File: src/design/ppc_pkg.sv
// shared types and constants of the polygon plane clipper
// no dependencies; every other file of the block imports this package
`default_nettype none
package ppc_pkg;

  localparam int unsigned POS_FRAC_BITS = 16;
  localparam int unsigned T_FRAC_BITS   = 24;
  localparam int unsigned NUM_COMP      = 11;
  localparam int unsigned ADDR_W        = 5;

  localparam logic [63:0] EPS_RESET_W =
    ((64'd1 << (2 * POS_FRAC_BITS)) + 64'd500000) / 64'd1000000;
  localparam logic [31:0] EPS_RESET     = EPS_RESET_W[31:0];
  localparam logic [31:0] PLANE_D_RESET = 32'd1 << POS_FRAC_BITS;

  localparam logic [2:0] REG_PLANE_A = 3'd0;
  localparam logic [2:0] REG_PLANE_B = 3'd1;
  localparam logic [2:0] REG_PLANE_C = 3'd2;
  localparam logic [2:0] REG_PLANE_D = 3'd3;
  localparam logic [2:0] REG_EPS     = 3'd4;

  typedef struct packed {
    logic [3:0][31:0] pos;
    logic [2:0][15:0] nrm;
    logic [31:0]      rgba;
  } vtx_t;

  typedef struct packed {
    vtx_t        v;
    logic [63:0] dval;
    logic        last;
  } rec_t;

  typedef struct packed {
    vtx_t v;
    logic empty;
    logic eop;
  } res_t;

  typedef struct packed {
    logic [3:0][31:0] coef;
    logic [31:0]      eps;
  } cfg_t;

endpackage
`default_nettype wire

File: src/design/ppc_oq.sv
// result queue that faces the consumer
// depends on ppc_pkg
`default_nettype none
module ppc_oq (
  input  wire logic          clk_i,
  input  wire logic          rst_ni,
  input  wire logic          push_i,
  input  wire ppc_pkg::res_t data_i,
  output logic               full_o,
  output logic               empty,
  input  wire logic          pop,
  output ppc_pkg::res_t      data_o
);
  import ppc_pkg::*;

  res_t       mem_q [0:3];
  logic [1:0] wp_q, rp_q;
  logic [2:0] cnt_q;
  logic       do_pop;

  assign full_o = (cnt_q == 3'd4);
  assign empty  = (cnt_q == 3'd0);
  assign do_pop = pop && !empty;
  assign data_o = mem_q[rp_q];

  always_ff @(posedge clk_i or negedge rst_ni) begin
    if (!rst_ni) begin
      wp_q  <= '0;
      rp_q  <= '0;
      cnt_q <= '0;
    end else begin
      if (push_i) wp_q <= wp_q + 2'd1;
      if (do_pop) rp_q <= rp_q + 2'd1;
      cnt_q <= cnt_q + {2'd0, push_i} - {2'd0, do_pop};
    end
  end

  always_ff @(posedge clk_i) begin
    if (push_i) mem_q[wp_q] <= data_i;
  end

endmodule
`default_nettype wire

File: config.mk
export PLATFORM = sky130hd
export DESIGN_NAME = ppc_oq
export DESIGN_NICKNAME = d
export VERILOG_FILES = /design/src/design/ppc_pkg.sv /design/src/design/ppc_oq.sv
export SDC_FILE = /design/constraint.sdc
export NUM_CORES = 1
export LEC_CHECK = 0
export BUFFER_PORTS_ARGS = -buffer_cell sky130_fd_sc_hd__buf_2
export CAP_MARGIN = 5
export CORE_MARGIN = 10
export CORE_UTILIZATION = 50
export CTS_CLUSTER_DIAMETER = 200
export DETAILED_ROUTE_END_ITERATION = 12
export PLACE_DENSITY_LB_ADDON = 0.12
export RECOVER_POWER = 100
export REMOVE_ABC_BUFFERS = 1
export SETUP_SLACK_MARGIN = 0.02
export SLEW_MARGIN = 20
export SYNTH_ARGS = -nofsm -noshare
export SYNTH_HDL_FRONTEND = slang
export SYNTH_SLANG_ARGS = --single-unit
File: constraint.sdc
create_clock -name clk_i -period 5.6 [get_ports clk_i]
set_input_delay 1.12 -clock clk_i [delete_from_list [all_inputs] [get_ports clk_i]]
set_output_delay 1.12 -clock clk_i [all_outputs]
set_load 0.005 [all_outputs]
# Word level (Yosys, flattened, before mapping)
# Memories as Yosys holds them, arrays and structs flattened.
# Index checks and enable logic that the tools add are counted.
[op_classes]
addsub = 4
n_mul = 0
n_div = 0
magnitude_cmp = 0
n_eq_ne = 1
shift = 0
n_mux = 2
bitwise = 0
n_reduce_logical = 3
[op_table]
columns = ["cell", "count"]
rows = [
  ["adder 2 x 1 -> 2 bit (second input constant)", 2],
  ["adder 3 x 1 -> 3 bit", 1],
  ["equality test 3 bit (second input constant)", 1],
  ["logical NOT 3 bit", 1],
  ["subtractor 3 x 1 -> 3 bit", 1],
  ["two-way mux 1 bit", 2],
  ["logical AND 1 bit", 1],
  ["logical NOT 1 bit", 1],
]
[totals]
ff_bits = 7
latchBits = 0
ramBits = 840
mem_bits_ro = 0
input_bits = 214
output_inout_bits = 212
mem_count = 1
[memory_table]
columns = ["name", "depth", "word_bits", "read_ports", "rd_clocked_by_memory_dff", "write_ports", "line_no", "text"]
rows = [
  ["mem_q", 4, 210, 1, 0, 1, "ppc_oq.sv:16", "res_t mem_q [0:3];"],
]

# Depth between registers and ports, before layout
# Gate-level depths: netlist of the first run.
[logic_depth]
word_depth = 4
ltp_mapped = 9
ltp_nobuf = 9

# Least setup slack after synthesis of the first run
# OpenSTA, ideal clock, no wires.
[synth_path]
path_type = "input-to-reg"
from = "input push_i"
to = "memory mem_q[2][0] in the netlist's numbering, enable pin"
setup_time_ns = 0.596
arrival_time_ns = 5.881
t_required_ns = 5.004
slack_ns = -0.876
cell_stages = 1
path_buffers = 0
cell_sequence = "and2_1"
[synth_via]
elab_chain_cells = 2
[synth_rtl]
columns = ["element", "line_no", "text"]
rows = [
  ["from (decl)", "ppc_oq.sv:7", "input wire logic push_i,"],
  ["two-way mux 1 bit", "ppc_oq.sv:39", "if (push_i) mem_q[wp_q] <= data_i;"],
  ["two-way mux 1 bit (not written as such)", "ppc_oq.sv:39", ""],
  ["to (decl)", "ppc_oq.sv:16", ""],
]
# No other way between the ends.

==> results of run 1 <==
## final timing paths
kind                                startpoint                       to  slack, ns  cells past startpoint
hold / removal                          rst_ni      wp_q[1]$_DFFE_PN0P_       0.41                      1
min in group clk_i         wp_q[0]$_DFFE_PN0P_      wp_q[0]$_DFFE_PN0P_       0.54                      1
setup / recovery           rp_q[1]$_DFFE_PN0P_               data_o[30]       0.98                      3
hold reg to reg            wp_q[0]$_DFFE_PN0P_      wp_q[0]$_DFFE_PN0P_       0.54                      1
max in group asynchronous               rst_ni      rp_q[0]$_DFFE_PN0P_       4.88                      1
setup reg to reg           wp_q[0]$_DFFE_PN0P_  mem_q[0][168]$_DFFE_PP_       1.50                      4
## registers in the layout (all words and copies together) (netlist names)
signal / cells
mem_q: 840
rp_q: 2
wp_q: 2
cnt_q: 3
## cell type report
type	instances	area (um^2)
multi-input cells	232	4930
repair buffers	443	1820
diodes	4	10.0
fillers	4514	24900
clock buffers	109	2260
inverters	7	26.3
well taps	782	978
flip-flops and latches	847	25400
clock inverters	40	262
## power groups by stage
stage	Sequential [mW]	Clock (mW)	Combinational [mW]
2_1_floorplan	9.28	0	2.97
3_3_place_gp	8.69	0	5.44
3_5_place_dp	8.74	0	5.42
4_1_cts	8.61	5.30	5.44
5_1_grt	8.75	5.56	5.43
6_report	8.64	5.15	4.98
## Yosys cell counts
cell / number
xnor2_1: 4
clkbuf_1: 4
and2_1: 4
buf_2: 21
nor3_1: 1
o311ai_0: 1
buf_6: 21
nand2_1: 1
inv_1: 7
xor2_1: 1
edfxtp_1: 840
dfrtp_1: 7
nor3b_1: 1
o31ai_1: 1
mux4_2: 210
fa_1: 1
ha_1: 6
o21ai_0: 1
buf_4: 1
## cell usage in the layout, fill, tap and decap left out, types with 6 or more instances in the layout
cell type  netlist  layout
clkbuf_1         4     427
buf_2           21      22
mux4_2         210     210
clkinv_2         0      16
ha_1             6       6
clkinv_1         0      17
inv_1            7       7
edfxtp_1       840     840
buf_12           0       6
clkbuf_16        0      87
dfrtp_1          7       6
## kinds of logic (layout without fill, tap and decap cells)
family	count (synthesis)	count (layout)	synth area share
compound gates	3	3	0.000692
xor+xnor	5	5	0.00143
other cells	0	4	0
buf+inv	54	599	0.0127
fa+ha+maj	7	7	0.00310
simple gates	7	7	0.00134
mux	210	210	0.154
flops	847	847	0.827
## per-stage QoR
stage	hold WS, ns	power [mW]	setup TNS, ns	util	instances
after floorplan	0.491	12.3	-1628.04	-	1086
after detailed placement	0.525	14.2	0	0.558	2311
final	0.408	18.8	0	0.589	2464
after CTS	0.307	19.4	0	0.599	2460
after global routing	0.401	19.7	0	0.589	2462
after global placement	0.516	14.1	0	0.558	2311
## layer usage
layer	track usage	vias up	routed length, um
met5	0.00969	-	238
met4	0.0600	22	1380
met3	0.0620	104	5200
met2	0.294	379	32700
met1	0.224	7161	24800
li1	-	5910	-
## critical path: cells and delay by family (launching register included)
| family | cells | cell delay [ns] |
|---|---|---|
| flops | 1 | 0.78 |
| buf+inv | 2 | 1.52 |
| mux | 1 | 0.44 |
==> impl_metrics.toml, run 1 <==
[status]
outcome = "complete, but fails checks"
violations_in_the_final_reports = "capacitance limit, slew limit"

[sta]
worst_slew_margin_rel = -1.08
unrepaired_setup_endpoints_after_global_routing = "false"
worst-slew-pin-transition_ns = 3.12
final.period_utilization = 0.825
hold_violations = 0
clock.fmax_ghz = 0.217
slew_violations = 543
finalWorstPathRequiredPeriod_ns = 4.62
final_critical_path_setup_slack_ns = 0.983
skew_ns = 0.0219
setup_viol = 0

[synth]
yosys.area.top_type = "edfxtp_1"
synth_warnings = 0
synth.avg_cell_area_um2 = 27.1
post_synth_inst_count = 1133
synth.ff_latch_count = 847
syn_area_um2 = 30700
number_of_library_cell_types_mapped_by_synthesis = 19
synth_top_area_frac = 0.821
synth-seq-area-share = 0.827
synth.area.top_cells = "edfxtp_1 82%, mux4_2 15%, buf_6 0.77%, dfrtp_1 0.57%, buf_2 0.34%"

[die]
fp.dieW_um = 268
row_count = 90
die-height_um = 268
initial_utilization = 0.507
core_ar_um2 = 60600
io_pins = 426
die_area_um2 = 71800

[final_layout]
fin_nets = 1836
area_growth_syn_to_layout_pct = 16.2
post_route_cells_drive_above_1_share = 0.215
fin_area_um2 = 35700

[route]
drc = 0
route.detailed.wl_per_inst_um = 26.1
drt-initial-drc-count = 1067
totalWireLength_um = 64300
num_vias = 13600
viasPerCell = 5.51
dr.pass1.iters = 4
drtAntennaViolNets = 0

[pwr]
vdd.ir_drop.worst_v = 0.000415
switchingPower_mw = 5.34
reported_leakage_power_nw = 11.2
p_int_mw = 13.4
power.combinational.fraction = 0.265
power_density_over_the_cells_nw_per_um2 = 526
p_seq_frac = 0.460
clockPowerShare = 0.274
sw_frac_of_total = 0.284

[global_route]
grt_antenna_before_repair = 14
grt.overflow.total = 0
grt_pass1_vias = 14500
grt_first_pass_wirelength_um = 95500
groute.usage.overall = 0.181
grt_max_degree = 103

[critical_path]
path_max_fanout = 98
worst_ep_arrival_time_ns = 3.50
critical_path.max_stage_delay_ns = 1.31
timing.critical_path.cells = "clkbuf_4 > mux4_2 > clkbuf_1"
critPathRequiredTime_ns = 4.48
worstSetupStartpointType = "register"
worstSetupPathType = "reg2out"
critical-path-slowest-cell = "clkbuf_4"
critical_path.endpoint_type = "output pin"

[clock_network]
cts_htree_levels = 3
postCtsSetupRepairBufs = 0
cts_inserted_buffers = 84
cts_hold_buf = 0
cts_repair_resize_count = 0
clk_path_buf_depth = 3
path_clk_slew_ns = 0.06
clock_sink_count = 847
tritoncts = "yes"
clk_latency_ns = 0.62
clock-root-buffer = "clkbuf_16"

[place]
hpwl_after_detailed_placement_um = 39400
port_buffer_count = 425
detailed_place.area_um2 = 33800
globalplace.congestion = 0.730
pre_cts_slack_ns = 2.27

[job]
max-cap-violations = 10

[hold_path]
min-delay-path-class = "in2async"
Power figures use the tool's default switching activity.
==> run 2: changes to the inputs <==
clock period = 4.6 ns   (was 5.6 ns; I/O delays follow)
==> impl_metrics.toml, run 2 (same netlist as run 1, synthesis figures left out) <==
[sta]
hold_violations = 0
skew_ns = 0.0221
worst_slew_margin_rel = -1.26
clock.fmax_ghz = 0.258
slew_violations = 522
final.period_utilization = 0.844
finalWorstPathRequiredPeriod_ns = 3.88
unrepaired_setup_endpoints_after_global_routing = "false"
setup_viol = 0
worst-slew-pin-transition_ns = 3.39

[clock_network]
cts_repair_resize_count = 0
clk_path_buf_depth = 3
cts_hold_buf = 0
clock_sink_count = 847
tritoncts = "yes"
cts_inserted_buffers = 84
path_clk_slew_ns = 0.06
postCtsSetupRepairBufs = 0
cts_htree_levels = 3
clk_latency_ns = 0.62
clock-root-buffer = "clkbuf_16"

[job]
max-cap-violations = 7

[final_layout]
post_route_cells_drive_above_1_share = 0.224
fin_nets = 1854
layout.cells.most_common_list = "840 x edfxtp_1, 420 x clkbuf_1, 210 x mux4_2"
n_fill_cell = 4496
area_growth_syn_to_layout_pct = 17.2
fin_area_um2 = 36000
registers_with_the_highest_flip_flop_counts = "mem_q x840, cnt_q x3"
largest_reg_flops = 840
top_register = "mem_q"
utilization_after_layout = 0.594
final_common_cell = "edfxtp_1"

[critical_path]
worstSetupStartpointType = "input port"
critPathRequiredTime_ns = 4.84
rr_startpoint = "wp_q[0]$_DFFE_PN0P_"
path_max_fanout = 50
worst_ep_arrival_time_ns = 4.12
timing.reg2reg.setup_slack_ns = 0.74
worstSetupPathType = "in2reg"
timing.critical_path.from = "push_i"
critical_path.endpoint_type = "register"

[status]
outcome = "complete, but fails checks"
violations_in_the_final_reports = "capacitance limit, slew limit"

[pwr]
reported_leakage_power_nw = 11.3
p_int_mw = 16.7
sw_frac_of_total = 0.280
power_density_over_the_cells_nw_per_um2 = 645
power.combinational.fraction = 0.260
finalPower_mw = 23.2
vdd.ir_drop.worst_v = 0.000396
switchingPower_mw = 6.51
p_seq_frac = 0.459
clockPowerShare = 0.281

[route]
num_vias = 13600
totalWireLength_um = 63900
dr.pass1.iters = 7
drt-initial-drc-count = 978
drtAntennaViolNets = 0
viasPerCell = 5.50
drc = 0
route.detailed.wl_per_inst_um = 25.8

[die]
fp.dieW_um = 268
die_area_um2 = 71800
core_ar_um2 = 60600
die-height_um = 268
row_count = 90
io_pins = 426
initial_utilization = 0.507

[global_route]
grt_first_pass_wirelength_um = 94000
grt_max_degree = 112
groute.usage.overall = 0.178
grt.overflow.total = 0
grt_pass1_vias = 14400
grt_antenna_before_repair = 13

[place]
globalplace.congestion = 0.734
hpwl_after_detailed_placement_um = 40000
port_buffer_count = 425
detailed_place.area_um2 = 34000

[hold_path]
min-delay-path-class = "in2async"
-- run 2: critical path, cell delays in order --
cell and delay (ns):
clkbuf_1 0.28, and2_1 2.24, clkbuf_1 0.67
-- run 2: layer usage --
metal | wire (um) | global-route usage
met1 | 24100 | 0.220
met2 | 33500 | 0.298
met3 | 4930 | 0.0551
met4 | 1250 | 0.0566
met5 | 125 | 0
-- run 2: power by group through the flow --
stage | sequential, mW | clock (mW) | combinational (mW)
final | 10.7 | 6.52 | 6.05
after global placement | 10.7 | 0 | 6.63
after CTS | 10.6 | 6.69 | 6.65
after global routing | 10.8 | 7.00 | 6.57
after detailed placement | 10.8 | 0 | 6.62
after floorplan | 11.2 | 0 | 3.38
-- run 2: area by class of cell --
cell class / count / area, um^2 / share of cell area
antenna: 2 / 5.00 / 0.000139
clock buffer: 103 / 2220 / 0.0615
clock inverter: 45 / 417 / 0.0116
inverter: 7 / 26.3 / 0.000730
multi-input combinational: 232 / 4930 / 0.137
sequential: 847 / 25400 / 0.705
tap: 782 / 978 / 0.0272
timing repair buffer: 461 / 2040 / 0.0565
-- run 2: stage by stage --
step           setup TNS [ns]  hold WS, ns  worst slack (ns)  instances
3_3_place_gp                0        0.518              1.42       2329
3_5_place_dp                0        0.528              1.41       2329
4_1_cts                     0        0.107             0.748       2477
6_report                    0        0.205             0.720       2479
2_1_floorplan        -2470.04        0.491             -5.15       1086
5_1_grt                     0        0.211             0.348       2479
-- run 2: worst paths after layout --
kind,endpoint,cells after the start
worst max-delay path,mem_q[2][8]$_DFFE_PP_,3
worst min-delay path,cnt_q[2]$_DFF_PN0_,1
worst max register to register,mem_q[2][8]$_DFFE_PP_,4
worst min register to register,wp_q[0]$_DFFE_PN0P_,1
max in group asynchronous,rp_q[1]$_DFFE_PN0P_,1
min in group clk_i,wp_q[0]$_DFFE_PN0P_,1
==> run 3: changes to the inputs <==
clock period = 3.2 ns   (was 4.6 ns; I/O delays follow)
==> impl_metrics.toml, run 3 (same netlist as run 1, synthesis figures left out) <==
[global_route]
grt_first_pass_wirelength_um = 96200
grt_pass1_vias = 14700
grt.overflow.total = 0
grt_max_degree = 58
groute.usage.overall = 0.181
grt_antenna_before_repair = 15

[clock_network]
tritoncts = "yes"
cts_inserted_buffers = 85
clk_path_buf_depth = 3
clock_sink_count = 847
path_clk_slew_ns = 0.06
clk_latency_ns = 0.62
clock-root-buffer = "clkbuf_16"
cts_htree_levels = 3

[pwr]
vdd.ir_drop.worst_v = 0.000479
reported_leakage_power_nw = 11.5
power_density_over_the_cells_nw_per_um2 = 929

[final_layout]
fin_nets = 1864
top_register = "mem_q"
layout.cells.most_common_list = "840 x edfxtp_1, 402 x clkbuf_1, 210 x mux4_2"
utilization_after_layout = 0.600
fin_cells = 2499
final_common_cell = "edfxtp_1"
fin_area_um2 = 36300
registers_with_the_highest_flip_flop_counts = "mem_q x840, cnt_q x3"
n_fill_cell = 4444
area_growth_syn_to_layout_pct = 18.3
largest_reg_flops = 840
post_route_cells_drive_above_1_share = 0.244

[route]
dr.pass1.iters = 5
drc = 0
totalWireLength_um = 64700
drt-initial-drc-count = 905
route.detailed.wl_per_inst_um = 25.9
drtAntennaViolNets = 0
num_vias = 13700
viasPerCell = 5.50

[sta]
worst-slew-pin-transition_ns = 1.57
clock.fmax_ghz = 0.328
finalWorstPathRequiredPeriod_ns = 3.04
setup_viol = 0
skew_ns = 0.0181
final_critical_path_setup_slack_ns = 0.156
worst_slew_margin_rel = -0.0462
slew_violations = 55
final.period_utilization = 0.951
unrepaired_setup_endpoints_after_global_routing = "true"
finalSetupTns_ns = 0
hold_violations = 0

[die]
initial_utilization = 0.507
die-height_um = 268
die_area_um2 = 71800
fp.dieW_um = 268
io_pins = 426
row_count = 90
core_ar_um2 = 60600

[place]
port_buffer_count = 425
place.detailed.instances = 2337
detailed_place.area_um2 = 34100
globalplace.congestion = 0.742
hpwl_after_detailed_placement_um = 41700
pre_cts_slack_ns = 0.720

[critical_path]
critPathRequiredTime_ns = 2.56
critical_path.endpoint_type = "output pin"
worstSetupStartpointType = "register"
worst_ep_arrival_time_ns = 2.40
worstSetupPathType = "reg2out"
path_max_fanout = 26

[hold_path]
min-delay-path-class = "in2reg"

[status]
violations_in_the_final_reports = "capacitance limit, slew limit"
outcome = "complete, but fails checks"

[job]
max-cap-violations = 3
## run 3: cell types whose count changed in the layout (fill, tap and decap cells not counted), moves of 3 or more
cell        delta
clkinvlp_4     +3
clkinv_1       -5
clkbuf_2      +18
diode_2        +4
buf_4          -3
clkbuf_1      -18
buf_12         +4
buf_6          +6
## run 3: path summary, 6_finish.rpt
kind                                startpoint                      end  slack (ns)  cells after the start
setup / recovery           rp_q[0]$_DFFE_PN0P_              data_o[148]        0.16                      4
min in group asynchronous               rst_ni       cnt_q[2]$_DFF_PN0_        0.52                      2
hold / removal                     data_i[149]  mem_q[3][149]$_DFFE_PP_        0.27                      1
hold reg to reg            wp_q[0]$_DFFE_PN0P_      wp_q[0]$_DFFE_PN0P_        0.54                      1
setup reg to reg           wp_q[0]$_DFFE_PN0P_   mem_q[2][58]$_DFFE_PP_        0.21                      4
max in group asynchronous               rst_ni      rp_q[0]$_DFFE_PN0P_        2.35                      2
## run 3: power by group
group | total [mW] | internal [mW] | switching, mW | leakage [nW]
sequential | 15.0 | 14.5 | 0.543 | 7.80
combinational | 9.08 | 4.11 | 4.97 | 2.38
clock | 9.63 | 5.62 | 4.01 | 1.32
## run 3: timing repair
| item | in CTS | in global routing |
|---|---|---|
| endpoints found under the hold margin | 7 | 0 |
| resized for setup | 0 | 2 |
| hold buffers | 1 | 0 |
| buffers inserted | 0 | 0 |
| endpoints found under the setup margin | 0 | 26 |
## run 3: layout make-up
| class | count | area (um^2) | area share |
|---|---|---|---|
| Inverter | 7 | 26.3 | 0.000723 |
| Multi-Input combinational cell | 232 | 4930 | 0.136 |
| Sequential cell | 847 | 25400 | 0.699 |
| Tap cell | 782 | 978 | 0.0269 |
| Clock inverter | 48 | 514 | 0.0142 |
| Clock buffer | 107 | 2230 | 0.0614 |
| Timing Repair Buffer | 470 | 2230 | 0.0614 |
| Antenna cell | 6 | 15.0 | 0.000413 |
## run 3: critical path: stages (launching register included)
cell and delay [ns]:
dfrtp_4 0.53, buf_16 0.25, buf_12 0.24, mux4_2 0.57, clkbuf_2 0.15
## run 3: stage by stage
stage | total power [mW] | hold slack [ns]
after floorplan | 19.9 | 0.344
after global placement | 25.1 | 0.489
after detailed placement | 25.2 | 0.493
after CTS | 34.8 | 0.182
after global routing | 35.4 | 0.252
final | 33.8 | 0.271
## run 3: metal layers
metal | share of wire | track usage
met1 | 0.38 | 0.225
met2 | 0.52 | 0.301
met3 | 0.081 | 0.0590
met4 | 0.022 | 0.0533
met5 | 0.0017 | 0
